`src/hw/rtl/dja_ram.sv`:
```
// Generic single write port, single read port RAM with registered read data.
module dja_ram #(
    parameter int WIDTH = 8,
    parameter int DEPTH = 16
) (
    input  logic                     clk,
    input  logic                     we,
    input  logic [$clog2(DEPTH)-1:0] waddr,
    input  logic [WIDTH-1:0]         wdata,
    input  logic [$clog2(DEPTH)-1:0] raddr,
    output logic [WIDTH-1:0]         rdata
);

    logic [WIDTH-1:0] mem [DEPTH];
    logic [WIDTH-1:0] rdata_reg;

    always_ff @(posedge clk)
    begin
        if (we)
        begin
            mem[waddr] <= wdata;
        end
        rdata_reg <= mem[raddr];
    end

    assign rdata = rdata_reg;

endmodule

```
`config.mk`:
```
export PLATFORM = sky130hd
export DESIGN_NAME = dja_ram
export DESIGN_NICKNAME = d
export VERILOG_FILES = /design/src/hw/rtl/dja_ram.sv
export SDC_FILE = /design/constraint.sdc
export NUM_CORES = 1
export LEC_CHECK = 0
export BUFFER_PORTS_ARGS = -buffer_cell sky130_fd_sc_hd__buf_2
export CORE_MARGIN = 8
export CORE_UTILIZATION = 45
export DETAILED_ROUTE_END_ITERATION = 10
export PLACE_DENSITY = 0.66
export SETUP_SLACK_MARGIN = 0.15
export SLEW_MARGIN = 20
export SYNTH_ARGS = -nofsm -noshare
export SYNTH_HDL_FRONTEND = slang
export SYNTH_SLANG_ARGS = --single-unit
```
`constraint.sdc`:
```
create_clock -name clk -period 1.5 [get_ports clk]
set_input_delay 0 -clock clk [delete_from_list [all_inputs] [get_ports clk]]
set_output_delay 0 -clock clk [all_outputs]
set_load 0.005 [all_outputs]
```
==> results.toml <==
[outcome]
outcome = "finished clean"

[logic_synthesis]
syn_nets = 247
postSynthAreaPerCell_um2 = 22.48
syn_inst = 229
synth_top_family_by_area = "multiplexers"
synthMuxAreaShare_pct = 15.02
ys_ff_latch = 136
syn_area_um2 = 5147
synthDistinctLibCells = 19
synth_compound_area_share_pct = 2.333
yosys.area_share.adder_pct = 0
synth_xor_area_share_pct = 0
ys_warn_count = 0
yosysSeqAreaShare_pct = 77.78
synthSimpleGateAreaFrac_pct = 3.184

[cts]
htree_levels = 4
clkSinkCount = 136
post_cts_buffers = 0
cts_tree = "yes"
root_buffer = "clkbuf_16"
worstSkewPairLatency_ns = 0.41
clkSlewWorstSetupHoldPaths_ns = 0.06
clockBufferDepth = 2
cts_inserted_buffers = 17

[timing]
fin_crit_ns = 1.300
clock_skew_ns = 0.009326
max_slew_margin_pct = 40.65
fin_tns_setup_ns = 0
setup_viol = 0
hold_viol = 0
report.final.slew_viol_count = 0
timing.fmax_mhz = 769.1
worst_pin_slew_ns = 0.8869
post-route-period-util_pct = 86.68
rsz0062_at_grt = "yes"

[finish]
drive_above_1_share_pct = 35.92
final_util_pct = 55.97
nets = 314
regArea_um2 = 4004
fin_cells = 452
multi_input_area_um2 = 1074
fill_cells = 832
largest_reg_flops = 128
n_antenna_cell = 0
areaGrowthSynthToFinish_pct = 22.56

[route]
post-route-drc-count = 0
num_vias = 2467
vias_per_cell = 5.458
drtPass1Iterations = 5
wl_um = 10010
postRouteAntennaNets = 0
drt-initial-drc-count = 231
avgRoutedWirePerCell_um = 22.15

[critical_path]
r2r-end = "rdata[5]$_DFF_P_"
cp-end-kind = "register"
path_class = "reg -> reg"
cp_cell_sequence = "mux4_1 > a22oi_1 > nand2_1"
timing.rr.start = "mem[0][5]$_DFFE_PP_"
required_ns = 1.79
startpoint_type = "register"
crit_path_max_incr_delay_ns = 0.49
rrSetupSlack_ns = 0.20
slowest_stage = "mux4_1"
path_max_fanout = 1
crit_arrival_ns = 1.59
r2r_cells = 3

[min_path]
min_from = "raddr[1]"
whs_path_depth = 4
hold_path_class = "in -> reg"
holdPathEnd = "rdata[3]$_DFF_P_"

[power_and_ir_drop]
ir_worst_vdd_mv = 0.7666
swShare_pct = 19.36
p_int_mw = 7.275
switchingPower_mw = 1.746
p_clk_share_pct = 47.8
power_leakage_nw = 2.151
p_comb_share_pct = 4.8
powerDensity_nw_per_um2 = 1430
p_seq_share_pct = 47.4
p_total_mw = 9.021

[global_routing]
grt_usage_pct = 14.42
antenna_found_initial = 0
grt_pass1_vias = 2682
grt-ovfl-total = 0
grt_max_degree = 20
grt_pass1_wl_um = 15360

[place]
gp_congestion = 0.7404
io_buffer_count = 25
place_inst = 412
dp_hpwl_um = 6420

[floorplan]
die_h_um = 123.0
initial_core_util_pct = 45.67
die_w_um = 123.0
ios = 26
dieArea_um2 = 15120
core_area_um2 = 11270
fp-row-count = 39

[flow_run]
drv_cap = 0
[how the worst max path moves through the flow]
| stage | startpoint | endpoint | slack, ns | cells after the start |
|---|---|---|---|---|
| 4_1_cts | mem[1][1]$_DFFE_PP_ | rdata[1]$_DFF_P_ | 0.16 | 3 |
| 3_5_place_dp | raddr[0] | rdata[0]$_DFF_P_ | 0.04 | 5 |
| 6_report | mem[0][5]$_DFFE_PP_ | rdata[5]$_DFF_P_ | 0.20 | 3 |
| 3_3_place_gp | raddr[0] | rdata[3]$_DFF_P_ | 0.06 | 5 |
| 5_1_grt | mem[9][2]$_DFFE_PP_ | rdata[2]$_DFF_P_ | 0.13 | 3 |
| 2_1_floorplan | waddr[2] | mem[3][0]$_DFFE_PP_ | 0.23 | 2 |
[cell usage after synthesis (all sizes together)]
cell / instances / share of area [%]
nand3b: 2 / 0.29
mux4: 32 / 15
and2b: 1 / 0.15
nand2: 9 / 0.66
edfxtp: 128 / 75
a22oi: 16 / 2.3
nor2: 13 / 0.95
or3b: 1 / 0.17
dfxtp: 8 / 3.1
buf: 7 / 1.1
nor2b: 1 / 0.12
nand2b: 2 / 0.24
and2: 1 / 0.12
nand3: 1 / 0.097
nor3: 4 / 0.39
clkdlybuf4s25: 3 / 0.58
[stage by stage]
stage          worst slack, ns  hold slack [ns]  cell area (um2)
2_1_floorplan           0.2339          0.09887             5152
3_3_place_gp           0.06498           0.3801             5595
3_5_place_dp           0.03627           0.3830             5595
4_1_cts                 0.1615           0.1288             6312
5_1_grt                 0.1262           0.1513             6309
6_report                0.1998           0.1408             6309
[layout by cell type (no fill, tap or decap), types with 3 or more instances in the layout]
cell type and n:
edfxtp_1 128, buf_2 25, mux4_2 23, buf_4 22, clkbuf_16 17, nor2_1 13
a22oi_1 10, nand2_1 9, mux4_1 9, dlygate4sd3_1 8, dfxtp_1 8, a22oi_2 6
bufinv_16 4, nor3_1 3, clkinvlp_4 3, clkinv_2 3, buf_12 3
[area by class of cell]
| cell class | instances | share of cell area, % |
|---|---|---|
| Sequential cell | 136 | 63.47 |
| Multi-Input combinational cell | 83 | 17.02 |
| Clock buffer | 20 | 7.081 |
| Timing Repair Buffer | 58 | 6.823 |
| Tap cell | 143 | 2.836 |
| Clock inverter | 12 | 2.777 |
[layer usage]
metal	track usage (%)	up-vias	share of wire [%]
li1	-	1099	-
met1	18.44	1247	44
met4	5.560	0	2.0
met2	22.15	105	47
met5	0	-	0
met3	5.251	16	7.1
[kinds of logic (layout without fill, tap and decap cells)]
| group | count (synthesis) | count (layout) |
|---|---|---|
| AO/OA/AOI/OAI | 16 | 16 |
| buffers and inverters | 10 | 90 |
| flip-flops | 136 | 136 |
| multiplexers | 32 | 32 |
| AND/OR/NAND/NOR | 35 | 35 |
[power by group through the flow]
| stage | sequential, mW | clock [mW] | combinational [mW] |
|---|---|---|---|
| floorplan | 4.35 | 0 | 0.216 |
| global placement | 4.35 | 0 | 0.399 |
| detailed placement | 4.35 | 0 | 0.408 |
| CTS | 4.28 | 4.36 | 0.432 |
| global route | 4.28 | 4.54 | 0.470 |
| finish | 4.28 | 4.31 | 0.435 |
[repair_timing]
action / CTS / global route
hold endpoints to repair: 128 / 0
pin swaps: 0 / 3
hold buffers: 8 / 0
resized for setup: 3 / 8
setup endpoints to repair: 3 / 6
[critical path: cells and delay by family (launching register included)]
family | cells | cell delay (ns)
multiplexers | 1 | 0.49
flip-flops | 1 | 0.36
AO/OA/AOI/OAI | 1 | 0.27
AND/OR/NAND/NOR | 1 | 0.08
Note: power is estimated with default switching activity, not from simulation.
