==> src/hw/rtl/dja_pkg.sv <==
// Shared constants, types and helpers for the deadline job admission unit.
package dja_pkg;

    localparam int SLOTS    = 1024;
    localparam int LEVELS   = $clog2(SLOTS);
    localparam int NODE_W   = LEVELS + 1;
    localparam int NODES    = 2 * SLOTS;
    localparam int SPAN_W   = LEVELS + 1;
    localparam int VAL_W    = LEVELS + 3;
    localparam int HZ_W     = 11;
    localparam int DL_W     = 16;
    localparam int PROFIT_W = 32;
    localparam int TOTAL_W  = 48;
    localparam int CMP_W    = (SPAN_W > DL_W) ? SPAN_W : DL_W;

    localparam logic [HZ_W-1:0] HZ_RESET  = 11'd1024;
    localparam logic            CMD_START = 1'b0;
    localparam logic            CMD_JOB   = 1'b1;

    typedef logic signed [VAL_W-1:0] val_t;
    typedef logic [NODE_W-1:0]       node_t;
    typedef logic [SPAN_W-1:0]       span_t;

    // a: pending add over the whole subtree, t: subtree minimum below it
    typedef struct packed {
        val_t a;
        val_t t;
    } node_word_t;

    typedef enum logic [1:0] {
        ALU_LEAF,
        ALU_SIB,
        ALU_PAR
    } alu_op_t;

    typedef struct packed {
        alu_op_t    op;
        logic       inc;
        logic       left;
        node_word_t mem;
        val_t       cur;
        val_t       sib;
    } alu_req_t;

    typedef struct packed {
        logic       we;
        node_t      addr;
        node_word_t data;
    } ram_wr_t;

    typedef enum logic [2:0] {
        ST_CLEAR,
        ST_IDLE,
        ST_LEAF_RD,
        ST_LEAF_UPD,
        ST_SIB_UPD,
        ST_PAR_UPD,
        ST_CHECK,
        ST_EMIT
    } dja_state_t;

    function automatic span_t clamp_span(input logic [HZ_W-1:0] h);
        logic [CMP_W-1:0] hx;
        logic [CMP_W-1:0] res;
        begin
            hx = CMP_W'(h);
            if (hx == '0)
                res = CMP_W'(1);
            else if (hx > CMP_W'(SLOTS))
                res = CMP_W'(SLOTS);
            else
                res = hx;
            return span_t'(res);
        end
    endfunction

endpackage

==> src/hw/rtl/dja_alu.sv <==
// Shared node unit: leaf step, sibling lazy add and parent minimum recompute.
module dja_alu import dja_pkg::*; (
    input  alu_req_t   req,
    output node_word_t res
);

    val_t delta;
    val_t mem_a;
    val_t mem_t;
    val_t cur;
    val_t sib;
    val_t lower;

    always_comb
    begin
        delta = req.inc ? val_t'(1) : {VAL_W{1'b1}};
        mem_a = req.mem.a;
        mem_t = req.mem.t;
        cur   = req.cur;
        sib   = req.sib;
        lower = (cur < sib) ? cur : sib;
        res   = req.mem;
        case (req.op)
            ALU_LEAF:
            begin
                res.t = mem_t + delta;
            end
            ALU_SIB:
            begin
                if (req.left)
                begin
                    res.a = mem_a + delta;
                    res.t = mem_t + delta;
                end
            end
            ALU_PAR:
            begin
                res.t = lower + mem_a;
            end
            default:
            begin
                res = req.mem;
            end
        endcase
    end

endmodule

==> config.mk <==
export PLATFORM = sky130hd
export DESIGN_NAME = dja_alu
export DESIGN_NICKNAME = d
export VERILOG_FILES = /design/src/hw/rtl/dja_pkg.sv /design/src/hw/rtl/dja_alu.sv
export SDC_FILE = /design/constraint.sdc
export NUM_CORES = 1
export LEC_CHECK = 0
export ABC_CLOCK_PERIOD_IN_PS = 10900
export BUFFER_PORTS_ARGS = -buffer_cell sky130_fd_sc_hd__buf_2
export CAP_MARGIN = 15
export CORE_MARGIN = 2
export CORE_UTILIZATION = 49
export DETAILED_ROUTE_END_ITERATION = 16
export PLACE_DENSITY = 0.8
export SLEW_MARGIN = 20
export SYNTH_ARGS = -nofsm -noshare
export SYNTH_HDL_FRONTEND = slang
export SYNTH_SLANG_ARGS = --single-unit
==> constraint.sdc <==
create_clock -name vclk -period 10.9
set_input_delay 0.545 -clock vclk [all_inputs]
set_output_delay 0.545 -clock vclk [all_outputs]
set_load 0.03 [all_outputs]
==> results of run 1 <==
metal layers:
metal  global-route usage [%]  part of all wire [%]  vias to the layer above  wire length [um]
met2                     44.9                    48                       87              3210
met4                    0.585                     0                        0                 0
li1                         -                     -                     1461                 -
met1                     33.9                    47                     1243              3120
met3                    0.661                   5.4                        0               362
met5                        0                     0                        -                 0
worst min-delay path, stage by stage:
cell     delay, ps
buf_2          140
xnor2_1         80
buf_2          170
power by group:
part	internal, uW	total, uW	leakage [uW]	switching [uW]
clock	0	0	0	0
combinational	92.0	217	0.00154	125
sequential	0	0	0	0
cells in the mapped netlist, types with 8 or more instances:
cell type	number	area (um^2)
a21oi_1	21	105
nor2_1	21	78.8
o21ai_0	32	160
inv_1	25	93.8
mux2_4	9	135
nand2_1	34	128
xor2_1	10	87.6
nand3_1	8	40.0
nor3_1	9	45.0
a21o_1	12	90.1
ha_1	46	576
xnor2_1	12	105
how the worst max path moves through the flow:
stage | start | end | slack (ps) | cells past startpoint
6_report | req[7] | res[12] | 5490 | 22
5_1_grt | req[10] | res[12] | 5120 | 21
4_1_cts | req[7] | res[12] | 5480 | 22
3_3_place_gp | req[7] | res[12] | 5580 | 22
2_1_floorplan | req[7] | res[11] | 5890 | 18
3_5_place_dp | req[7] | res[12] | 5490 | 22
final cells by class:
cell class	instances	area share [%]
multi-input combinational	312	79.9
timing repair buffer	83	14.0
inverter	25	3.14
tap	70	2.93
logic make-up (layout without fill, tap and decap cells):
logic type	count (synthesis)	count (layout)	share of synthesized area [%]
compound gates	119	119	31.5
xor+xnor	22	22	7.67
fa+ha+maj	49	49	25.3
buf+inv	31	108	4.93
mux	21	21	11.2
simple gates	101	101	19.4
through the flow:
step | utilization [%] | area [um^2] | cells
after floorplan | - | 2510 | 343
after global placement | 59.6 | 2990 | 490
after detailed placement | 59.6 | 2990 | 490
after CTS | 59.6 | 2990 | 490
after global routing | 59.6 | 2990 | 490
final | 59.6 | 2990 | 490
==> flow_metrics.py, run 1 <==
metrics = {
    "sta": {
        "slew-limit-headroom_pct": 39.6,
        "tns_ps": 0,
        "final.period_utilization_pct": 49.6,
        "finalSetupViolCount": 0,
        "worstMarginPinSlew_ps": 905,
        "rsz0062_at_grt": "false",
        "hold_viol": 0,
        "period_needed_ps": 5410,
        "max_freq_mhz": 185,
        "holdWs_ps": 1480,
        "maxSlewViolCount": 0,
        "finalWorstSetupSlack_ps": 5490,
    },
    "critical_path": {
        "end_kind": "primary output",
        "worstSetupPathType": "in2out",
        "critical_path_buf_inv_count": 5,
        "critPathMaxStageDelay_ps": 490,
        "cp_top_family": "compound AO/OA/AOI/OAI gates",
        "crit_path_top_delay_cell": "or4_1",
        "cp_max_fo": 13,
        "worstPathCellList": "buf_2, inv_1, ha_1, and2_0, a221oi_1, o21ai_0, a41o_1, a21oi_2, mux2i_2, buf_4, mux2_4, ha_1, inv_1, fa_1, nor2b_4, o31ai_1, a31oi_1, or4_1, nand4_1, mux4_1, o221a_2, buf_2",
        "critPathArrivalTime_ps": 4860,
        "worst_setup_path_start_kind": "input pin",
        "crit_required_ps": 10360,
    },
    "placement": {
        "gp_congestion": 0.873,
        "portBuffers": 82,
        "dp_hpwl_um": 5780,
        "post-place-ws_ps": 5490,
    },
    "global_route": {
        "grt_max_degree": 25,
        "grt_overflow": 0,
        "grt_pass1_wl_um": 11400,
        "grtUsageTotal_pct": 24.5,
        "antenna_found_initial": 0,
        "grt_pass1_vias": 2557,
    },
    "clocking": {
        "cts-resized-gates": 0,
        "post_cts_buffers": 0,
        "cts_hold_buffers": 0,
    },
    "finish": {
        "layout_commonest_cell": "buf_2",
        "ff_latch_area_um2": 0,
        "multi_input_area_um2": 2390,
        "drive_gt1_share_pct": 24.3,
        "clkbuf_count": 0,
        "mostFrequentLayoutCells": "buf_2 (82), ha_1 (46), nand2_1 (34)",
        "area.growth.synth_to_final_pct": 18.9,
        "fin_nets": 527,
        "fillers": 524,
        "seq_cells": 0,
        "antennaDiodeCount": 0,
    },
    "floorplanning": {
        "io_pins": 82,
        "chipWidth_um": 75.6,
        "rows": 26,
        "start_util_pct": 50.1,
        "coreArea_um2": 5010,
        "die_h_um": 75.6,
        "die_area_um2": 5710,
    },
    "drt": {
        "vias": 2791,
        "dr.pass1.iters": 4,
        "wl_per_cell_um": 13.6,
        "wl_um": 6690,
        "ant_nets": 0,
        "drtIter0Drc": 165,
        "via_per_inst": 5.70,
        "drc": 0,
    },
    "power": {
        "total_power_uw": 217,
        "max-vdd-ir-drop_uv": 32.6,
        "p_leak_uw": 0.00154,
        "p_per_area_nw_per_um2": 72.8,
    },
    "job": {
        "cap_violations": 0,
    },
    "synth": {
        "yosys_warnings": 0,
        "syn_inst": 343,
        "ys_seq_area_share_pct": 0,
        "syn_nets": 448,
        "ys_types": 56,
        "synth_area_per_cell_um2": 7.32,
        "netlist_area_um2": 2510,
    },
    "outcome": {
        "status": "completed",
    },
    "hold_path": {
        "holdCritPathClass": "in2out",
        "min_to": "res[13]",
        "hold_depth": 3,
        "hold_start": "req[39]",
    },
}
Power figures use the tool's default switching activity.
==> run 2: changes to the inputs <==
ABC_AREA = 1   (was unset)
ABC_CLOCK_PERIOD_IN_PS = 5100   (was 10900)
PLACE_DENSITY = 0.79   (was 0.8)
clock period = 5.1 ns   (was 10.9 ns; I/O delays follow)
==> flow_metrics.py, run 2 <==
metrics = {
    "outcome": {
        "status": "completed",
    },
    "floorplanning": {
        "coreArea_um2": 5440,
        "io_pins": 82,
        "start_util_pct": 50.2,
        "die_h_um": 78.6,
        "die_area_um2": 6190,
        "chipWidth_um": 78.6,
        "rows": 27,
    },
    "finish": {
        "fillers": 562,
        "area.growth.synth_to_final_pct": 17.6,
        "antennaDiodeCount": 0,
        "layout_commonest_cell": "nand2_1",
        "seq_cells": 0,
        "clkbuf_count": 0,
        "mostFrequentLayoutCells": "nand2_1 (130), buf_2 (82), inv_1 (79)",
        "ff_latch_area_um2": 0,
        "fin_nets": 670,
        "drive_gt1_share_pct": 20.4,
    },
    "critical_path": {
        "critPathArrivalTime_ps": 4000,
        "cp_max_fo": 15,
        "worstSetupPathType": "in2out",
        "crit_required_ps": 4850,
        "end_kind": "primary output",
        "worst_setup_path_start_kind": "input pin",
    },
    "power": {
        "p_per_area_nw_per_um2": 164,
        "p_leak_uw": 0.00186,
        "max-vdd-ir-drop_uv": 90.1,
        "total_power_uw": 525,
    },
    "drt": {
        "drtIter0Drc": 141,
        "wl_um": 7470,
        "top_layer": "met4",
        "wl_met1_um": 3410,
        "wl_met3_um": 297,
        "vias": 3363,
        "dr.pass1.iters": 4,
        "ant_nets": 0,
        "drc": 0,
        "wl_per_cell_um": 11.8,
        "wl_met2_um": 3670,
        "via_per_inst": 5.30,
    },
    "synth": {
        "synth.most_common_cell": "nand2_1",
        "ys_seq_area_share_pct": 0,
        "synthTopCellsByArea": "ha_1 (21%), nand2_1 (18%), inv_1 (11%)",
        "syn_inst": 484,
        "synth_top_cell_by_area": "ha_1",
        "yosys-top-cells-count": "nand2_1 (130), inv_1 (79), nand3_1 (51)",
        "syn_nets": 589,
        "synth_area_per_cell_um2": 5.64,
        "ys_types": 38,
        "synth_top_area_share_pct": 21.1,
        "netlist_area_um2": 2730,
        "yosys_warnings": 0,
    },
    "placement": {
        "gp_congestion": 0.931,
        "dp_hpwl_um": 6520,
        "portBuffers": 82,
    },
    "sta": {
        "period_needed_ps": 4260,
        "final.period_utilization_pct": 83.4,
        "finalSetupViolCount": 0,
        "max_freq_mhz": 235,
        "tns_ps": 0,
        "hold_viol": 0,
        "rsz0062_at_grt": "false",
        "slew-limit-headroom_pct": 36.7,
        "worstMarginPinSlew_ps": 945,
        "maxSlewViolCount": 0,
    },
    "global_route": {
        "antenna_found_initial": 0,
        "grt_overflow": 0,
        "grt_max_degree": 26,
        "grt_pass1_vias": 3029,
        "grtUsageTotal_pct": 24.1,
        "grt_pass1_wl_um": 12700,
    },
    "clocking": {
        "cts_hold_buffers": 0,
        "post_cts_buffers": 0,
        "cts-resized-gates": 0,
    },
    "hold_path": {
        "holdCritPathClass": "in2out",
    },
    "job": {
        "cap_violations": 0,
    },
}
-- run 2: cell types whose count changed in the layout (fill, tap and decap cells not counted), sizes merged, moves of 9 or more --
| cell | before | now |
|---|---|---|
| a21o | 12 | 3 |
| a21oi | 22 | 43 |
| nand3 | 8 | 51 |
| nand2 | 34 | 132 |
| inv | 25 | 79 |
| nor2 | 21 | 33 |
| mux2 | 13 | 0 |
-- run 2: routing by layer --
layer / GRT usage [%] / vias to the layer above
met4: 2.81 / 0
li1: - / 1781
met3: 0.230 / 8
met5: 0 / -
met1: 30.7 / 1492
met2: 46.3 / 82
-- run 2: through the flow --
step	cell area [um^2]	hold WS, ps	util, %	instances	setup WS (ps)
after CTS	3210	903	59.0	635	843
final	3210	897	59.0	635	845
after detailed placement	3210	898	59.0	635	851
after global placement	3210	895	59.0	635	989
after floorplan	2730	686	-	484	1620
after global routing	3210	916	59.0	635	375
-- run 2: cell families (layout without fill, tap and decap cells) --
| family | Yosys count | count (layout) | synth area share [%] |
|---|---|---|---|
| XOR/XNOR | 10 | 10 | 3.48 |
| AO/OA/AOI/OAI | 104 | 104 | 23.3 |
| AND/OR/NAND/NOR | 237 | 237 | 37.8 |
| buffers and inverters | 84 | 163 | 12.1 |
| adder cells (fa/ha/maj) | 49 | 49 | 23.3 |
-- run 2: power breakdown --
part / internal (uW) / switching, uW / leakage (uW)
sequential: 0 / 0 / 0
clock: 0 / 0 / 0
combinational: 192 / 333 / 0.00186
-- run 2: area by class of cell --
class	instances	area, um^2	share of cell area, %
Inverter	79	297	9.24
Multi-Input combinational cell	400	2400	74.7
Tap cell	72	90.1	2.81
Timing Repair Buffer	84	425	13.3
-- run 2: critical path, stage by stage --
cell      delay, ps
buf_2            90
inv_1            50
ha_1            360
nand2_2         110
inv_1            40
nand2_1          50
nand2_1          60
a21oi_2         160
nand2_2         110
xnor2_2         740
buf_4           350
nor2_2           50
a21oi_2         120
ha_1            280
nand2_1         100
nand2_1          50
nand2_1          70
nand2_1          70
nand2_1          60
nand3_1         120
a21boi_0        170
o21ai_0         100
nand3_1          70
o21ai_0         100
inv_1            60
buf_2           180
-- run 2: path summary, 6_finish.rpt --
check / from / to / slack, ps / cells after the start
setup / recovery: req[12] / res[8] / 840 / 26
hold / removal: req[39] / res[13] / 900 / 3
