==> config.mk <==
export PLATFORM = sky130hd
export DESIGN_NAME = dja_seq_flat
export DESIGN_NICKNAME = d
export VERILOG_FILES = /design/src/hw/rtl/dja_pkg.sv /design/src/hw/rtl/dja_if.sv /design/src/hw/rtl/dja_seq.sv /design/src/flat_wrapper.sv
export SDC_FILE = /design/constraint.sdc
export NUM_CORES = 1
export LEC_CHECK = 0
export ABC_CLOCK_PERIOD_IN_PS = 11500
export BUFFER_PORTS_ARGS = -buffer_cell sky130_fd_sc_hd__buf_4
export CAP_MARGIN = 10
export CORE_MARGIN = 5
export CORE_UTILIZATION = 40
export CTS_CLUSTER_DIAMETER = 30
export DETAILED_ROUTE_END_ITERATION = 16
export REMOVE_ABC_BUFFERS = 1
export SYNTH_ARGS = -nofsm -noshare
export SYNTH_HDL_FRONTEND = slang
export SYNTH_SLANG_ARGS = --single-unit
==> constraint.sdc <==
create_clock -name clk -period 11.5 [get_ports clk]
set_input_delay 1.725 -clock clk [delete_from_list [all_inputs] [get_ports clk]]
set_output_delay 1.725 -clock clk [all_outputs]
set_load 0.05 [all_outputs]
==> src/hw/rtl/dja_pkg.sv <==
// Shared constants, types and helpers for the deadline job admission unit.
package dja_pkg;

    localparam int SLOTS    = 1024;
    localparam int LEVELS   = $clog2(SLOTS);
    localparam int NODE_W   = LEVELS + 1;
    localparam int NODES    = 2 * SLOTS;
    localparam int SPAN_W   = LEVELS + 1;
    localparam int VAL_W    = LEVELS + 3;
    localparam int HZ_W     = 11;
    localparam int DL_W     = 16;
    localparam int PROFIT_W = 32;
    localparam int TOTAL_W  = 48;
    localparam int CMP_W    = (SPAN_W > DL_W) ? SPAN_W : DL_W;

    localparam logic [HZ_W-1:0] HZ_RESET  = 11'd1024;
    localparam logic            CMD_START = 1'b0;
    localparam logic            CMD_JOB   = 1'b1;

    typedef logic signed [VAL_W-1:0] val_t;
    typedef logic [NODE_W-1:0]       node_t;
    typedef logic [SPAN_W-1:0]       span_t;

    // a: pending add over the whole subtree, t: subtree minimum below it
    typedef struct packed {
        val_t a;
        val_t t;
    } node_word_t;

    typedef enum logic [1:0] {
        ALU_LEAF,
        ALU_SIB,
        ALU_PAR
    } alu_op_t;

    typedef struct packed {
        alu_op_t    op;
        logic       inc;
        logic       left;
        node_word_t mem;
        val_t       cur;
        val_t       sib;
    } alu_req_t;

    typedef struct packed {
        logic       we;
        node_t      addr;
        node_word_t data;
    } ram_wr_t;

    typedef enum logic [2:0] {
        ST_CLEAR,
        ST_IDLE,
        ST_LEAF_RD,
        ST_LEAF_UPD,
        ST_SIB_UPD,
        ST_PAR_UPD,
        ST_CHECK,
        ST_EMIT
    } dja_state_t;

    function automatic span_t clamp_span(input logic [HZ_W-1:0] h);
        logic [CMP_W-1:0] hx;
        logic [CMP_W-1:0] res;
        begin
            hx = CMP_W'(h);
            if (hx == '0)
                res = CMP_W'(1);
            else if (hx > CMP_W'(SLOTS))
                res = CMP_W'(SLOTS);
            else
                res = hx;
            return span_t'(res);
        end
    endfunction

endpackage

==> src/hw/rtl/dja_if.sv <==
// Request and response channel interfaces of the deadline job admission unit.
interface dja_req_if import dja_pkg::*; ();
    logic                valid;
    logic                ready;
    logic                cmd;
    logic [DL_W-1:0]     deadline;
    logic [PROFIT_W-1:0] profit;

    modport source (output valid, cmd, deadline, profit, input ready);
    modport sink (input valid, cmd, deadline, profit, output ready);
endinterface

interface dja_rsp_if import dja_pkg::*; ();
    logic               valid;
    logic               ready;
    logic               accepted;
    logic [TOTAL_W-1:0] total_profit;

    modport source (output valid, accepted, total_profit, input ready);
    modport sink (input valid, accepted, total_profit, output ready);
endinterface

==> src/hw/rtl/dja_seq.sv <==
// Sequencer: tree sweep, suffix decrement walk, undo walk, profit total, result word.
module dja_seq import dja_pkg::*; (
    input  logic            clk,
    input  logic            rst_n,
    dja_req_if.sink         req,
    dja_rsp_if.source       rsp,
    input  logic [HZ_W-1:0] hz,
    output alu_req_t        alu_req,
    input  node_word_t      alu_res,
    output ram_wr_t         ram_wr,
    output node_t           ram_raddr,
    input  node_word_t      ram_rdata
);

    dja_state_t           state_reg, state_next;
    node_t                node_reg, node_next;
    node_t                leaf_reg, leaf_next;
    val_t                 cur_reg, cur_next;
    val_t                 sib_reg, sib_next;
    val_t                 lo_reg, lo_next;
    span_t                step_reg, step_next;
    span_t                span_reg, span_next;
    logic                 undo_reg, undo_next;
    logic                 ok_reg, ok_next;
    logic                 sweep_rsp_reg, sweep_rsp_next;
    logic [PROFIT_W-1:0]  profit_reg, profit_next;
    logic [TOTAL_W-1:0]   sum_reg, sum_next;
    logic                 rsp_valid_reg, rsp_valid_next;
    logic                 rsp_acc_reg, rsp_acc_next;
    logic [TOTAL_W-1:0]   rsp_total_reg, rsp_total_next;

    logic                 ready;
    node_t                parent;
    node_t                sibling;
    logic [CMP_W-1:0]     dl_x;
    logic [CMP_W-1:0]     span_x;
    logic [CMP_W-1:0]     dl_pos;
    node_t                leaf_idx;
    logic [TOTAL_W:0]     sum_wide;

    always_ff @(posedge clk or negedge rst_n)
    begin
        if (!rst_n)
        begin
            state_reg     <= ST_CLEAR;
            node_reg      <= node_t'(1);
            lo_reg        <= val_t'(1);
            step_reg      <= span_t'(SLOTS);
            span_reg      <= clamp_span(HZ_RESET);
            undo_reg      <= 1'b0;
            ok_reg        <= 1'b0;
            sweep_rsp_reg <= 1'b0;
            sum_reg       <= '0;
            rsp_valid_reg <= 1'b0;
        end
        else
        begin
            state_reg     <= state_next;
            node_reg      <= node_next;
            lo_reg        <= lo_next;
            step_reg      <= step_next;
            span_reg      <= span_next;
            undo_reg      <= undo_next;
            ok_reg        <= ok_next;
            sweep_rsp_reg <= sweep_rsp_next;
            sum_reg       <= sum_next;
            rsp_valid_reg <= rsp_valid_next;
        end
    end

    always_ff @(posedge clk)
    begin
        leaf_reg      <= leaf_next;
        cur_reg       <= cur_next;
        sib_reg       <= sib_next;
        profit_reg    <= profit_next;
        rsp_acc_reg   <= rsp_acc_next;
        rsp_total_reg <= rsp_total_next;
    end

    assign parent   = node_t'(node_reg >> 1);
    assign sibling  = node_reg ^ node_t'(1);
    assign dl_x     = CMP_W'(req.deadline);
    assign span_x   = CMP_W'(span_reg);
    assign dl_pos   = ((dl_x > span_x) ? span_x : dl_x) - CMP_W'(1);
    assign leaf_idx = {1'b1, dl_pos[LEVELS-1:0]};
    assign sum_wide = {1'b0, sum_reg} + (TOTAL_W + 1)'(profit_reg);

    always_comb
    begin
        state_next     = state_reg;
        node_next      = node_reg;
        leaf_next      = leaf_reg;
        cur_next       = cur_reg;
        sib_next       = sib_reg;
        lo_next        = lo_reg;
        step_next      = step_reg;
        span_next      = span_reg;
        undo_next      = undo_reg;
        ok_next        = ok_reg;
        sweep_rsp_next = sweep_rsp_reg;
        profit_next    = profit_reg;
        sum_next       = sum_reg;
        rsp_valid_next = rsp_valid_reg && !rsp.ready;
        rsp_acc_next   = rsp_acc_reg;
        rsp_total_next = rsp_total_reg;
        ready          = 1'b0;
        ram_wr         = '0;
        ram_raddr      = '0;
        alu_req.op     = ALU_LEAF;
        alu_req.inc    = undo_reg;
        alu_req.left   = ~node_reg[0];
        alu_req.mem    = ram_rdata;
        alu_req.cur    = cur_reg;
        alu_req.sib    = sib_reg;

        case (state_reg)
            ST_CLEAR:
            begin
                ram_wr.we     = 1'b1;
                ram_wr.addr   = node_reg;
                ram_wr.data.a = '0;
                ram_wr.data.t = lo_reg;
                ok_next       = 1'b0;
                if (node_reg == '1)
                begin
                    // the sweep after reset answers nothing
                    state_next = sweep_rsp_reg ? ST_EMIT : ST_IDLE;
                end
                else
                begin
                    node_next = node_reg + node_t'(1);
                    // last node of a level: next level starts at slot 1
                    if ((node_reg & (node_reg + node_t'(1))) == '0)
                    begin
                        step_next = span_t'(step_reg >> 1);
                        lo_next   = val_t'(1);
                    end
                    else
                    begin
                        lo_next = lo_reg + val_t'(step_reg);
                    end
                end
            end
            ST_IDLE:
            begin
                ready = 1'b1;
                if (req.valid)
                begin
                    ok_next = 1'b0;
                    if (req.cmd == CMD_START)
                    begin
                        node_next      = node_t'(1);
                        lo_next        = val_t'(1);
                        step_next      = span_t'(SLOTS);
                        span_next      = clamp_span(hz);
                        sum_next       = '0;
                        sweep_rsp_next = 1'b1;
                        state_next     = ST_CLEAR;
                    end
                    else if (req.deadline == '0)
                    begin
                        state_next = ST_EMIT;
                    end
                    else
                    begin
                        node_next   = leaf_idx;
                        leaf_next   = leaf_idx;
                        undo_next   = 1'b0;
                        profit_next = req.profit;
                        state_next  = ST_LEAF_RD;
                    end
                end
            end
            ST_LEAF_RD:
            begin
                ram_raddr  = node_reg;
                state_next = ST_LEAF_UPD;
            end
            ST_LEAF_UPD:
            begin
                alu_req.op   = ALU_LEAF;
                ram_wr.we    = 1'b1;
                ram_wr.addr  = node_reg;
                ram_wr.data  = alu_res;
                cur_next     = alu_res.t;
                ram_raddr    = sibling;
                state_next   = ST_SIB_UPD;
            end
            ST_SIB_UPD:
            begin
                alu_req.op   = ALU_SIB;
                ram_wr.we    = 1'b1;
                ram_wr.addr  = sibling;
                ram_wr.data  = alu_res;
                sib_next     = alu_res.t;
                ram_raddr    = parent;
                state_next   = ST_PAR_UPD;
            end
            ST_PAR_UPD:
            begin
                alu_req.op   = ALU_PAR;
                ram_wr.we    = 1'b1;
                ram_wr.addr  = parent;
                ram_wr.data  = alu_res;
                cur_next     = alu_res.t;
                node_next    = parent;
                if (parent == node_t'(1))
                begin
                    state_next = ST_CHECK;
                end
                else
                begin
                    ram_raddr  = parent ^ node_t'(1);
                    state_next = ST_SIB_UPD;
                end
            end
            ST_CHECK:
            begin
                if (undo_reg)
                begin
                    ok_next    = 1'b0;
                    state_next = ST_EMIT;
                end
                else if (cur_reg[VAL_W-1])
                begin
                    // global minimum negative: walk again adding one back
                    undo_next  = 1'b1;
                    node_next  = leaf_reg;
                    state_next = ST_LEAF_RD;
                end
                else
                begin
                    ok_next    = 1'b1;
                    sum_next   = sum_wide[TOTAL_W] ? '1 : sum_wide[TOTAL_W-1:0];
                    state_next = ST_EMIT;
                end
            end
            ST_EMIT:
            begin
                if (!rsp_valid_reg || rsp.ready)
                begin
                    rsp_valid_next = 1'b1;
                    rsp_acc_next   = ok_reg;
                    rsp_total_next = sum_reg;
                    state_next     = ST_IDLE;
                end
            end
            default:
            begin
                state_next = ST_IDLE;
            end
        endcase
    end

    assign req.ready        = ready;
    assign rsp.valid        = rsp_valid_reg;
    assign rsp.accepted     = rsp_acc_reg;
    assign rsp.total_profit = rsp_total_reg;

endmodule

==> src/flat_wrapper.sv <==
// flat-port wrapper written by rule: the top's interface ports become plain ports
module dja_seq_flat import dja_pkg::*;
  (clk, rst_n, hz, alu_req, alu_res, ram_wr, ram_raddr, ram_rdata, req_valid, req_cmd, req_deadline, req_profit, req_ready, rsp_valid, rsp_accepted, rsp_total_profit, rsp_ready);
  dja_req_if req_i ();
  dja_rsp_if rsp_i ();
  input  logic clk;
  input  logic rst_n;
  input  logic [HZ_W-1:0] hz;
  output alu_req_t alu_req;
  input  node_word_t alu_res;
  output ram_wr_t ram_wr;
  output node_t ram_raddr;
  input  node_word_t ram_rdata;
  input wire logic [$bits(req_i.valid)-1:0] req_valid;
  input wire logic [$bits(req_i.cmd)-1:0] req_cmd;
  input wire logic [$bits(req_i.deadline)-1:0] req_deadline;
  input wire logic [$bits(req_i.profit)-1:0] req_profit;
  output wire logic [$bits(req_i.ready)-1:0] req_ready;
  output wire logic [$bits(rsp_i.valid)-1:0] rsp_valid;
  output wire logic [$bits(rsp_i.accepted)-1:0] rsp_accepted;
  output wire logic [$bits(rsp_i.total_profit)-1:0] rsp_total_profit;
  input wire logic [$bits(rsp_i.ready)-1:0] rsp_ready;
  assign req_i.valid = req_valid;
  assign req_i.cmd = req_cmd;
  assign req_i.deadline = req_deadline;
  assign req_i.profit = req_profit;
  assign req_ready = req_i.ready;
  assign rsp_valid = rsp_i.valid;
  assign rsp_accepted = rsp_i.accepted;
  assign rsp_total_profit = rsp_i.total_profit;
  assign rsp_i.ready = rsp_ready;
  dja_seq u_core (.clk(clk), .rst_n(rst_n), .req(req_i), .rsp(rsp_i), .hz(hz), .alu_req(alu_req), .alu_res(alu_res), .ram_wr(ram_wr), .ram_raddr(ram_raddr), .ram_rdata(ram_rdata));
endmodule
==> results of run 1 <==
worst reg2reg max path, cell delays in order, from the launching register on:
cell and delay, ns:
dfrtp_1 0.66, inv_1 0.67, nand3_1 0.57, nor2_1 0.29, nand2_1 0.67, nor2_1 0.63, a31oi_1 0.14, a211oi_1 0.28
kinds of logic after synthesis:
kind of cell,share of synthesized area
XOR/XNOR,0.0366
AO/OA/AOI/OAI,0.197
buffers and inverters,0.0513
adder cells (fa/ha/maj),0.0718
flip-flops,0.495
multiplexers,0.0107
AND/OR/NAND/NOR,0.137
cells in the mapped netlist, drive strengths merged, types with 3 or more instances:
library cell,number,share of area
nand2,130,0.040
edfxtp,117,0.29
a21oi,113,0.046
o21ai,101,0.041
dfrtp,97,0.20
nor2,72,0.022
ha,66,0.068
clkbuf,57,0.018
inv,40,0.012
buf,39,0.021
xnor2,38,0.027
nand3,31,0.013
a21o,29,0.018
a31oi,28,0.014
a22oi,21,0.013
and2,20,0.010
nor3,20,0.0082
a22o,18,0.013
a211oi,17,0.011
mux2i,13,0.011
xor2,13,0.0093
nor4,12,0.0062
and3,11,0.0056
nand2b,10,0.0051
nand4,9,0.0046
or3,9,0.0050
o211ai,8,0.0049
o21a,8,0.0049
nand3b,7,0.0043
o21bai,6,0.0037
nor2b,5,0.0026
a311oi,4,0.0029
a31o,4,0.0029
dfstp,4,0.0086
a221oi,3,0.0022
a32oi,3,0.0022
and4,3,0.0024
o22ai,3,0.0015
o31ai,3,0.0023
o41ai,3,0.0028
or2,3,0.0015
power groups by stage:
| stage | clock [mW] | combinational [mW] | sequential [mW] |
|---|---|---|---|
| 2_1_floorplan | 0 | 1.29 | 1.39 |
| 3_3_place_gp | 0 | 1.97 | 1.28 |
| 3_5_place_dp | 0 | 1.99 | 1.28 |
| 4_1_cts | 1.49 | 2.00 | 1.27 |
| 5_1_grt | 1.53 | 2.19 | 1.30 |
| 6_report | 1.46 | 1.99 | 1.27 |
cell type report:
class / count / area share
clock buffer: 54 / 0.0795
timing repair buffer: 233 / 0.111
multi-input combinational: 869 / 0.353
inverter: 40 / 0.00951
sequential: 218 / 0.383
tap: 396 / 0.0314
clock inverter: 38 / 0.0329
per-stage QoR:
stage	area [um^2]	setup WS, ns	instances	utilization
2_1_floorplan	11700	6.28	1127	-
3_3_place_gp	14000	6.57	1756	0.462
3_5_place_dp	14000	6.43	1756	0.462
4_1_cts	15800	6.38	1848	0.520
5_1_grt	15800	6.01	1848	0.520
6_report	15800	6.37	1848	0.520
worst max path at each step:
| stage | slack, ns | startpoint | end |
|---|---|---|---|
| after CTS | 6.38 | u_core.state_reg[0]$_DFFE_PN0P_ | ram_wr[30] |
| after global routing | 6.01 | u_core.state_reg[0]$_DFFE_PN0P_ | ram_wr[27] |
| after global placement | 6.57 | req_deadline[5] | u_core.node_reg[8]$_DFFE_PN0P_ |
| final | 6.37 | u_core.state_reg[0]$_DFFE_PN0P_ | ram_wr[30] |
| after floorplan | 6.28 | req_deadline[5] | u_core.node_reg[8]$_DFFE_PN0P_ |
| after detailed placement | 6.43 | req_deadline[5] | u_core.node_reg[8]$_DFFE_PN0P_ |
layer usage:
metal,vias up,routed length (um)
met5,-,0
met1,4722,15100
li1,4878,-
met4,0,736
met3,58,2560
met2,367,15200
==> results.toml, run 1 <==
[layout]
drive_above_1_share = 0.236
seq_area_um2 = 6050
multi_input_area_um2 = 5570
fill_cells = 2740
layout_commonest_cell = "buf_4"
areaGrowthSynthToFinish_pct = 29.3
final_cell_mix = "buf_4, nand2_1, edfxtp_1"
num_antenna_cells = 0
nNetsFinal = 1595

[clock_tree]
cts_tree = "done"
clk_pin_slew_worst_paths_ns = 0.04
post_cts_buffers = 0
cts_htree_levels = 2
cts_sinks = 218
clk_path_buf_depth = 3
cts-resized-gates = 0
cts_buffers = 49
cts-root-buf = "clkbuf_16"
cts_hold_buf = 0
clock_latency_ns = 0.55

[pwr]
p_sw_mw = 1.97
peakVddDrop_mv = 0.124
power_mw = 4.73
p_leak_nw = 6.72
clkPwrFrac = 0.309
p_comb_frac = 0.421
power_frac_seq = 0.269
p_int_mw = 2.76
swShare = 0.417
powerDensity_nw_per_um2 = 300

[sta]
max_clock_freq_ghz = 0.195
skew_ns = 0.0228
finalCriticalPeriod_ns = 5.13
rsz0062_at_grt = "no"
worst_pin_slew_ns = 1.09
fin_setup_tns_ns = 0
layout_worst_path_cycle_share = 0.446
finalSetupViolations = 0
hold_violations = 0
slew_violations = 0
hold_slack_ns = 0.446
slew_headroom = 0.269

[worst_setup_path]
worstPathArrival_ns = 3.41
crit_type = "reg2out"
crit_buf_inv = 2
rr_worst_depth = 7
crit_path_start_kind = "flip-flop"
slowest_delay_ns = 0.86
r2r_setup_slack_ns = 7.49
cp_slowest_cell = "nor2_1"
path_cells = "inv_1 > nor2_1 > a22oi_1 > o21ai_0 > buf_4"
r2r-start = "u_core.state_reg[0]$_DFFE_PN0P_"
critPathMaxFanout = 23
critical_path_required_ns = 9.78
endpoint_kind = "primary output"
cp.depth = 5
timing.rr.end = "u_core.sum_reg[46]$_DFFE_PN0P_"
path_delay_family = "simple AND/OR/NAND/NOR gates"

[yosys]
ys_ff_latch = 218
synth_area_per_cell_um2 = 9.98
synth_edf_count = 117
synth_cell_type_count = 72
synth-async-reset-ratio = 0.463
yosysSeqAreaShare = 0.495
syn-instance-count = 1223
synthesis.area_um2 = 12200
ys.flop_type = "edfxtp_1"
yosysWarnings = 0

[grt]
grt_pass1_vias = 9831
met2_usage = 0.309
grt_overflow_total = 0
grt_max_degree = 78
grt_util_met3 = 0.0438
grt_busiest_layer = "met2"
use_met1 = 0.260
grt_antenna_before_repair = 0
grt_pass1_wl_um = 52700
grt_usage = 0.190

[detailed_routing]
wirelength_um = 33600
drt_first_iter_violations = 583
wire_per_inst_um = 18.2
drc = 0
drt-vias-per-instance = 5.42
dr.pass1.iters = 5
ant_nets = 0
vias = 10000

[floorplanning]
row_count = 64
initial_core_util = 0.402
die_w_um = 185
die_area_um2 = 34100
core_um2 = 30300
ios = 272
die_h_um = 185

[placement]
hpwlAfterDp_um = 23900
port_buffers = 219
gp_congestion = 0.860

[status]
status = "finished clean"

[hold_path]
min_from = "u_core.ok_reg$_DFFE_PN0P_"
holdPathStages = 0
holdPathEnd = "u_core.rsp.accepted$_DFFE_PP_"
hold_path.class = "reg2reg"

[job]
max_cap_violations = 0
No activity file was read; power rests on OpenSTA's default activity.
==> run 2: changes to the inputs <==
--- a/config.mk
+++ b/config.mk
@@ -5,7 +5,7 @@
 export SDC_FILE = /design/constraint.sdc
 export NUM_CORES = 1
 export LEC_CHECK = 0
-export ABC_CLOCK_PERIOD_IN_PS = 11500
+export ABC_CLOCK_PERIOD_IN_PS = 4500
 export BUFFER_PORTS_ARGS = -buffer_cell sky130_fd_sc_hd__buf_4
 export CAP_MARGIN = 10
 export CORE_MARGIN = 5
==> constraint.sdc (replaced) <==
create_clock -name clk -period 4.5 [get_ports clk]
set_input_delay 0.675 -clock clk [delete_from_list [all_inputs] [get_ports clk]]
set_output_delay 0.675 -clock clk [all_outputs]
set_load 0.05 [all_outputs]
==> results.toml, run 2 (synthesis results as in run 1) <==
[status]
status = "finished clean"

[placement]
gp_congestion = 0.907
port_buffers = 219
hpwlAfterDp_um = 24500

[sta]
layout_worst_path_cycle_share = 0.805
slew_violations = 0
finalCriticalPeriod_ns = 3.62
rsz0062_at_grt = "no"
finalSetupViolations = 0
worst_pin_slew_ns = 1.08
hold_slack_ns = 0.182
max_clock_freq_ghz = 0.276
hold_violations = 0
slew_headroom = 0.277
skew_ns = 0.0193

[pwr]
swShare = 0.417
clkPwrFrac = 0.302
powerDensity_nw_per_um2 = 759
p_leak_nw = 6.78
p_int_mw = 7.00
power_frac_seq = 0.271
peakVddDrop_mv = 0.344
p_comb_frac = 0.427
p_sw_mw = 5.00

[grt]
grt_pass1_vias = 9966
grt_antenna_before_repair = 0
grt_overflow_total = 0
grt_pass1_wl_um = 52900
grt_usage = 0.190
grt_max_degree = 54

[worst_setup_path]
cp_slowest_cell = "or3b_2"
rr_worst_depth = 17
critPathMaxFanout = 12
startpoint = "u_core.span_reg[5]$_DFFE_PN0P_"
endpoint_kind = "flip-flop"
slowest_delay_ns = 0.50
cpMostUsedCell = "a21oi_1"
worstPathArrival_ns = 4.07
r2r_setup_slack_ns = 0.88
crit_type = "reg2reg"
crit_path_start_kind = "flip-flop"
critical_path_required_ns = 4.94
r2r-start = "u_core.span_reg[5]$_DFFE_PN0P_"
timing.rr.end = "u_core.node_reg[8]$_DFFE_PN0P_"
path_cells = "inv_1 > ha_1 > a21o_1 > a21o_1 > a21oi_1 > nand2_1 > o21ai_1 > buf_4 > nor2_1 > a21oi_1 > ha_1 > or3b_2 > nor3_1 > xnor2_1 > mux2i_1 > a21oi_1 > o21ai_0"
endpoint = "u_core.node_reg[8]$_DFFE_PN0P_"

[hold_path]
hold_path.class = "in2async"

[layout]
num_antenna_cells = 0
layout_commonest_cell = "buf_4"
final_cell_mix = "buf_4, nand2_1, edfxtp_1"
drive_above_1_share = 0.244
nNetsFinal = 1607
final_util = 0.521
areaGrowthSynthToFinish_pct = 29.6

[floorplanning]
die_h_um = 185
row_count = 64
core_um2 = 30300
initial_core_util = 0.402
ios = 272
die_w_um = 185
die_area_um2 = 34100

[job]
max_cap_violations = 0

[clock_tree]
clk_pin_slew_worst_paths_ns = 0.05
cts_sinks = 218
post_cts_buffers = 0
cts_hold_buf = 0
cts_htree_levels = 2
clock_latency_ns = 0.54
cts_tree = "done"
cts-resized-gates = 0
clk_path_buf_depth = 3
cts_buffers = 50
cts-root-buf = "clkbuf_16"

[detailed_routing]
drt_first_iter_violations = 773
dr.pass1.iters = 5
ant_nets = 0
vias = 10100
wire_per_inst_um = 17.9
drc = 0
drt-vias-per-instance = 5.41
wirelength_um = 33200
run 2: cell types whose count changed in the layout (fill, tap and decap cells not counted), sizes merged:
cell / change
clkinv: +2
bufinv: -3
buf: +11
clkinvlp: -1
clkbuf: +6
inv: -2
run 2: area by class of cell:
cell class	count	area, um^2
Clock buffer	60	1340
Clock inverter	34	394
Fill cell	2697	14500
Inverter	40	150
Multi-Input combinational cell	869	5560
Sequential cell	218	6050
Tap cell	396	495
Timing Repair Buffer	244	1830
run 2: worst min path at each step:
stage | end | slack, ns | cells past startpoint
after floorplan | u_core.lo_reg[10]$_DFFE_PN0P_ | 0.38 | 0
after global placement | u_core.rsp.accepted$_DFFE_PP_ | 0.43 | 0
after detailed placement | u_core.rsp.accepted$_DFFE_PP_ | 0.45 | 0
after CTS | u_core.sum_reg[38]$_DFFE_PN0P_ | 0.18 | 1
after global routing | u_core.sum_reg[38]$_DFFE_PN0P_ | 0.21 | 1
final | u_core.span_reg[2]$_DFFE_PN0P_ | 0.18 | 1
run 2: power by group through the flow:
stage | clock [mW] | combinational (mW) | sequential [mW]
floorplan | 0 | 3.29 | 3.54
global placement | 0 | 5.08 | 3.27
detailed placement | 0 | 5.12 | 3.28
CTS | 3.68 | 5.15 | 3.25
global route | 3.80 | 5.62 | 3.33
finish | 3.62 | 5.12 | 3.26
run 2: per-stage QoR:
step	power (mW)	TNS, ns	instances	instance area (um^2)	worst slack, ns
after floorplan	6.83	-3.56	1127	11700	-0.373
after detailed placement	8.40	0	1767	14100	0.568
final	12.0	0	1861	15800	0.875
after CTS	12.1	0	1861	15800	0.845
after global routing	12.8	0	1861	15800	0.639
after global placement	8.34	0	1767	14100	0.631
run 2: worst max-delay path: cells and delay by family (launching register included):
kind                       cells  cell delay, ns
muxes                          1            0.21
xor gates and xnor gates       1            0.10
buffers and inverters          2            0.40
adders and majority gates      2            0.56
AOI/OAI and AO/OA              7            1.07
and+or+nand+nor                4            0.82
DFF                            1            0.38
run 2: layer usage:
metal,up-vias,part of all wire,GRT usage
li1,4906,-,-
met1,4714,0.45,0.260
met2,387,0.46,0.305
met3,56,0.075,0.0434
met4,0,0.020,0.0537
met5,-,0,0
==> run 3: changes to the inputs <==
--- a/config.mk
+++ b/config.mk
@@ -5,7 +5,8 @@
 export SDC_FILE = /design/constraint.sdc
 export NUM_CORES = 1
 export LEC_CHECK = 0
-export ABC_CLOCK_PERIOD_IN_PS = 4500
+export ABC_AREA = 1
+export ABC_CLOCK_PERIOD_IN_PS = 3150
 export BUFFER_PORTS_ARGS = -buffer_cell sky130_fd_sc_hd__buf_4
 export CAP_MARGIN = 10
 export CORE_MARGIN = 5
==> constraint.sdc (replaced) <==
create_clock -name clk -period 3.15 [get_ports clk]
set_input_delay 0.4725 -clock clk [delete_from_list [all_inputs] [get_ports clk]]
set_output_delay 0.4725 -clock clk [all_outputs]
set_load 0.05 [all_outputs]
==> results.toml, run 3 <==
[clock_tree]
cts_sinks = 218
cts_tree = "done"
cts_buffers = 52
clock_latency_ns = 0.58
cts-root-buf = "clkbuf_16"
clk_pin_slew_worst_paths_ns = 0.05
clk_path_buf_depth = 3
cts_htree_levels = 2

[worst_setup_path]
cpMostUsedCell = "inv_1"
crit_buf_inv = 3
crit_path_start_kind = "flip-flop"
endpoint_kind = "flip-flop"
path_delay_family = "simple AND/OR/NAND/NOR gates"
worstPathArrival_ns = 3.42
r2r-start = "u_core.node_reg[0]$_DFFE_PN1P_"
critPathMaxFanout = 10
timing.rr.end = "u_core.step_reg[9]$_DFFE_PN0P_"
path_cells = "inv_1 > nor4_1 > inv_1 > nor3_2 > nand3_1 > ha_1 > or4_1 > nor2_2 > o2111ai_1 > nor2_1 > buf_4 > o22ai_1"
rr_worst_depth = 12
crit_type = "reg2reg"
cp_slowest_cell = "dfstp_2"
critical_path_required_ns = 3.59
slowest_delay_ns = 0.58
r2r_setup_slack_ns = 0.18

[sta]
hold_violations = 0
finalCriticalPeriod_ns = 2.97
max_clock_freq_ghz = 0.336
slew_violations = 0
worst_pin_slew_ns = 0.862
slew_headroom = 0.424
hold_slack_ns = 0.0697
layout_worst_path_cycle_share = 0.944
skew_ns = 0.0258
finalSetupViolations = 0

[pwr]
p_leak_nw = 7.80
power_mw = 15.8
peakVddDrop_mv = 0.902
powerDensity_nw_per_um2 = 951

[hold_path]
holdPathEnd = "u_core.profit_reg[14]$_DFFE_PP_"
holdPathStages = 1
min_from = "req_profit[14]"
hold_path.class = "in2reg"

[layout]
layout_commonest_cell = "nand2_1"
multi_input_area_um2 = 5630
nNetsFinal = 1924
final_util = 0.524
fill_cells = 2960
areaGrowthSynthToFinish_pct = 29.4
drive_above_1_share = 0.232
final_cell_mix = "nand2_1, buf_4, inv_1"
seq_area_um2 = 6050
finalNonFillerCells = 2187

[yosys]
synth_top_cell_by_area = "edfxtp_1"
synth_edf_count = 117
synth_cell_type_count = 61
syn-instance-count = 1502
synth_top_area_frac = 0.274
synth_common_cells = "nand2_1, inv_1, o21ai_0"
synthesis.area_um2 = 12800
yosysWarnings = 0
ys_ff_latch = 218
synth.most_common_cell = "nand2_1"
synth.area.top_cells = "edfxtp_1, dfrtp_1, nand2_1"
synth_area_per_cell_um2 = 8.53
ys.flop_type = "edfxtp_1"
synth-async-reset-ratio = 0.463
yosysSeqAreaShare = 0.472

[detailed_routing]
wirelength_um = 37100
drt_first_iter_violations = 548
ant_nets = 0
vias = 11000
dr.pass1.iters = 5
wire_per_inst_um = 16.9
drc = 0
drt-vias-per-instance = 5.05

[placement]
gp_congestion = 0.929
hpwlAfterDp_um = 27800
port_buffers = 219
place_inst = 2085

[grt]
grt_overflow_total = 0
grt_pass1_vias = 11400
grt_usage = 0.205
grt_antenna_before_repair = 5
grt_pass1_wl_um = 59400
grt_max_degree = 54

[floorplanning]
die_area_um2 = 35700
core_um2 = 31600
ios = 272
die_w_um = 189
initial_core_util = 0.405
die_h_um = 189
row_count = 65

[job]
max_cap_violations = 0

[status]
status = "finished clean"
[run 3: cell count changes after synthesis, moves of 18 or more]
cell	before	now
nor2_1	71	128
o21ai_1	2	24
xnor2_1	38	13
o21ai_0	99	130
o22ai_1	3	23
a22oi_1	21	0
a21oi_1	113	72
inv_1	40	203
nand2_1	129	320
nand3_1	31	66
a31oi_1	28	10
a21o_1	29	8
clkbuf_1	56	13
[run 3: power by group]
part           switching (mW)  total, mW  internal, mW
sequential              0.372       4.03          3.65
clock                    1.89       5.29          3.41
combinational            4.51       6.46          1.95
[run 3: what timing repair did]
item / in CTS / in global routing
hold buffers: 1 / 0
buffers inserted: 0 / 2
gates cloned: 0 / 0
pin swaps: 0 / 2
endpoints found under the setup margin: 19 / 36
gates resized for setup: 3 / 7
endpoints found under the hold margin: 44 / 0
[run 3: layer usage]
layer  GRT usage  up-vias  part of all wire
met5     0.00549        -            0.0016
met4      0.0591        8             0.017
met3      0.0588       53             0.073
met2       0.337      352              0.46
met1       0.265     5102              0.44
li1            -     5523                 -
[run 3: kinds of logic (layout without fill, tap and decap cells)]
family	after synthesis	in the layout	synth area share
simple gates	606	606	0.211
other cells	0	1	0
flops	218	218	0.472
compound gates	303	303	0.134
buf+inv	273	555	0.0922
fa+ha+maj	68	68	0.0675
xor+xnor	34	34	0.0232
[run 3: layout make-up]
class	instances	share of cell area
sequential	218	0.364
multi-input combinational	1011	0.339
timing repair buffer	239	0.110
clock buffer	55	0.0804
inverter	218	0.0497
tap	402	0.0303
clock inverter	43	0.0256
antenna	1	0.000151
[run 3: worst max path at each step]
stage | slack [ns] | to | start | depth (start not counted)
2_1_floorplan | -2.38 | u_core.leaf_reg[0]$_DFFE_PP_ | u_core.state_reg[1]$_DFFE_PN0P_ | 5
3_3_place_gp | 0.21 | u_core.step_reg[5]$_DFFE_PN0P_ | u_core.node_reg[0]$_DFFE_PN1P_ | 12
3_5_place_dp | 0.05 | u_core.step_reg[2]$_DFFE_PN0P_ | u_core.node_reg[0]$_DFFE_PN1P_ | 12
4_1_cts | 0.03 | u_core.step_reg[9]$_DFFE_PN0P_ | u_core.node_reg[0]$_DFFE_PN1P_ | 12
5_1_grt | -0.01 | ram_wr[9] | u_core.state_reg[1]$_DFFE_PN0P_ | 7
6_report | 0.18 | u_core.step_reg[9]$_DFFE_PN0P_ | u_core.node_reg[0]$_DFFE_PN1P_ | 12
[run 3: per-stage QoR]
step	setup TNS (ns)	cell area [um^2]	setup slack [ns]
final	0	16600	0.177
after global routing	-0.0104	16600	-0.0104
after CTS	0	16500	0.0343
after detailed placement	0	14800	0.0478
after global placement	0	14800	0.209
after floorplan	-148.02	12500	-2.38
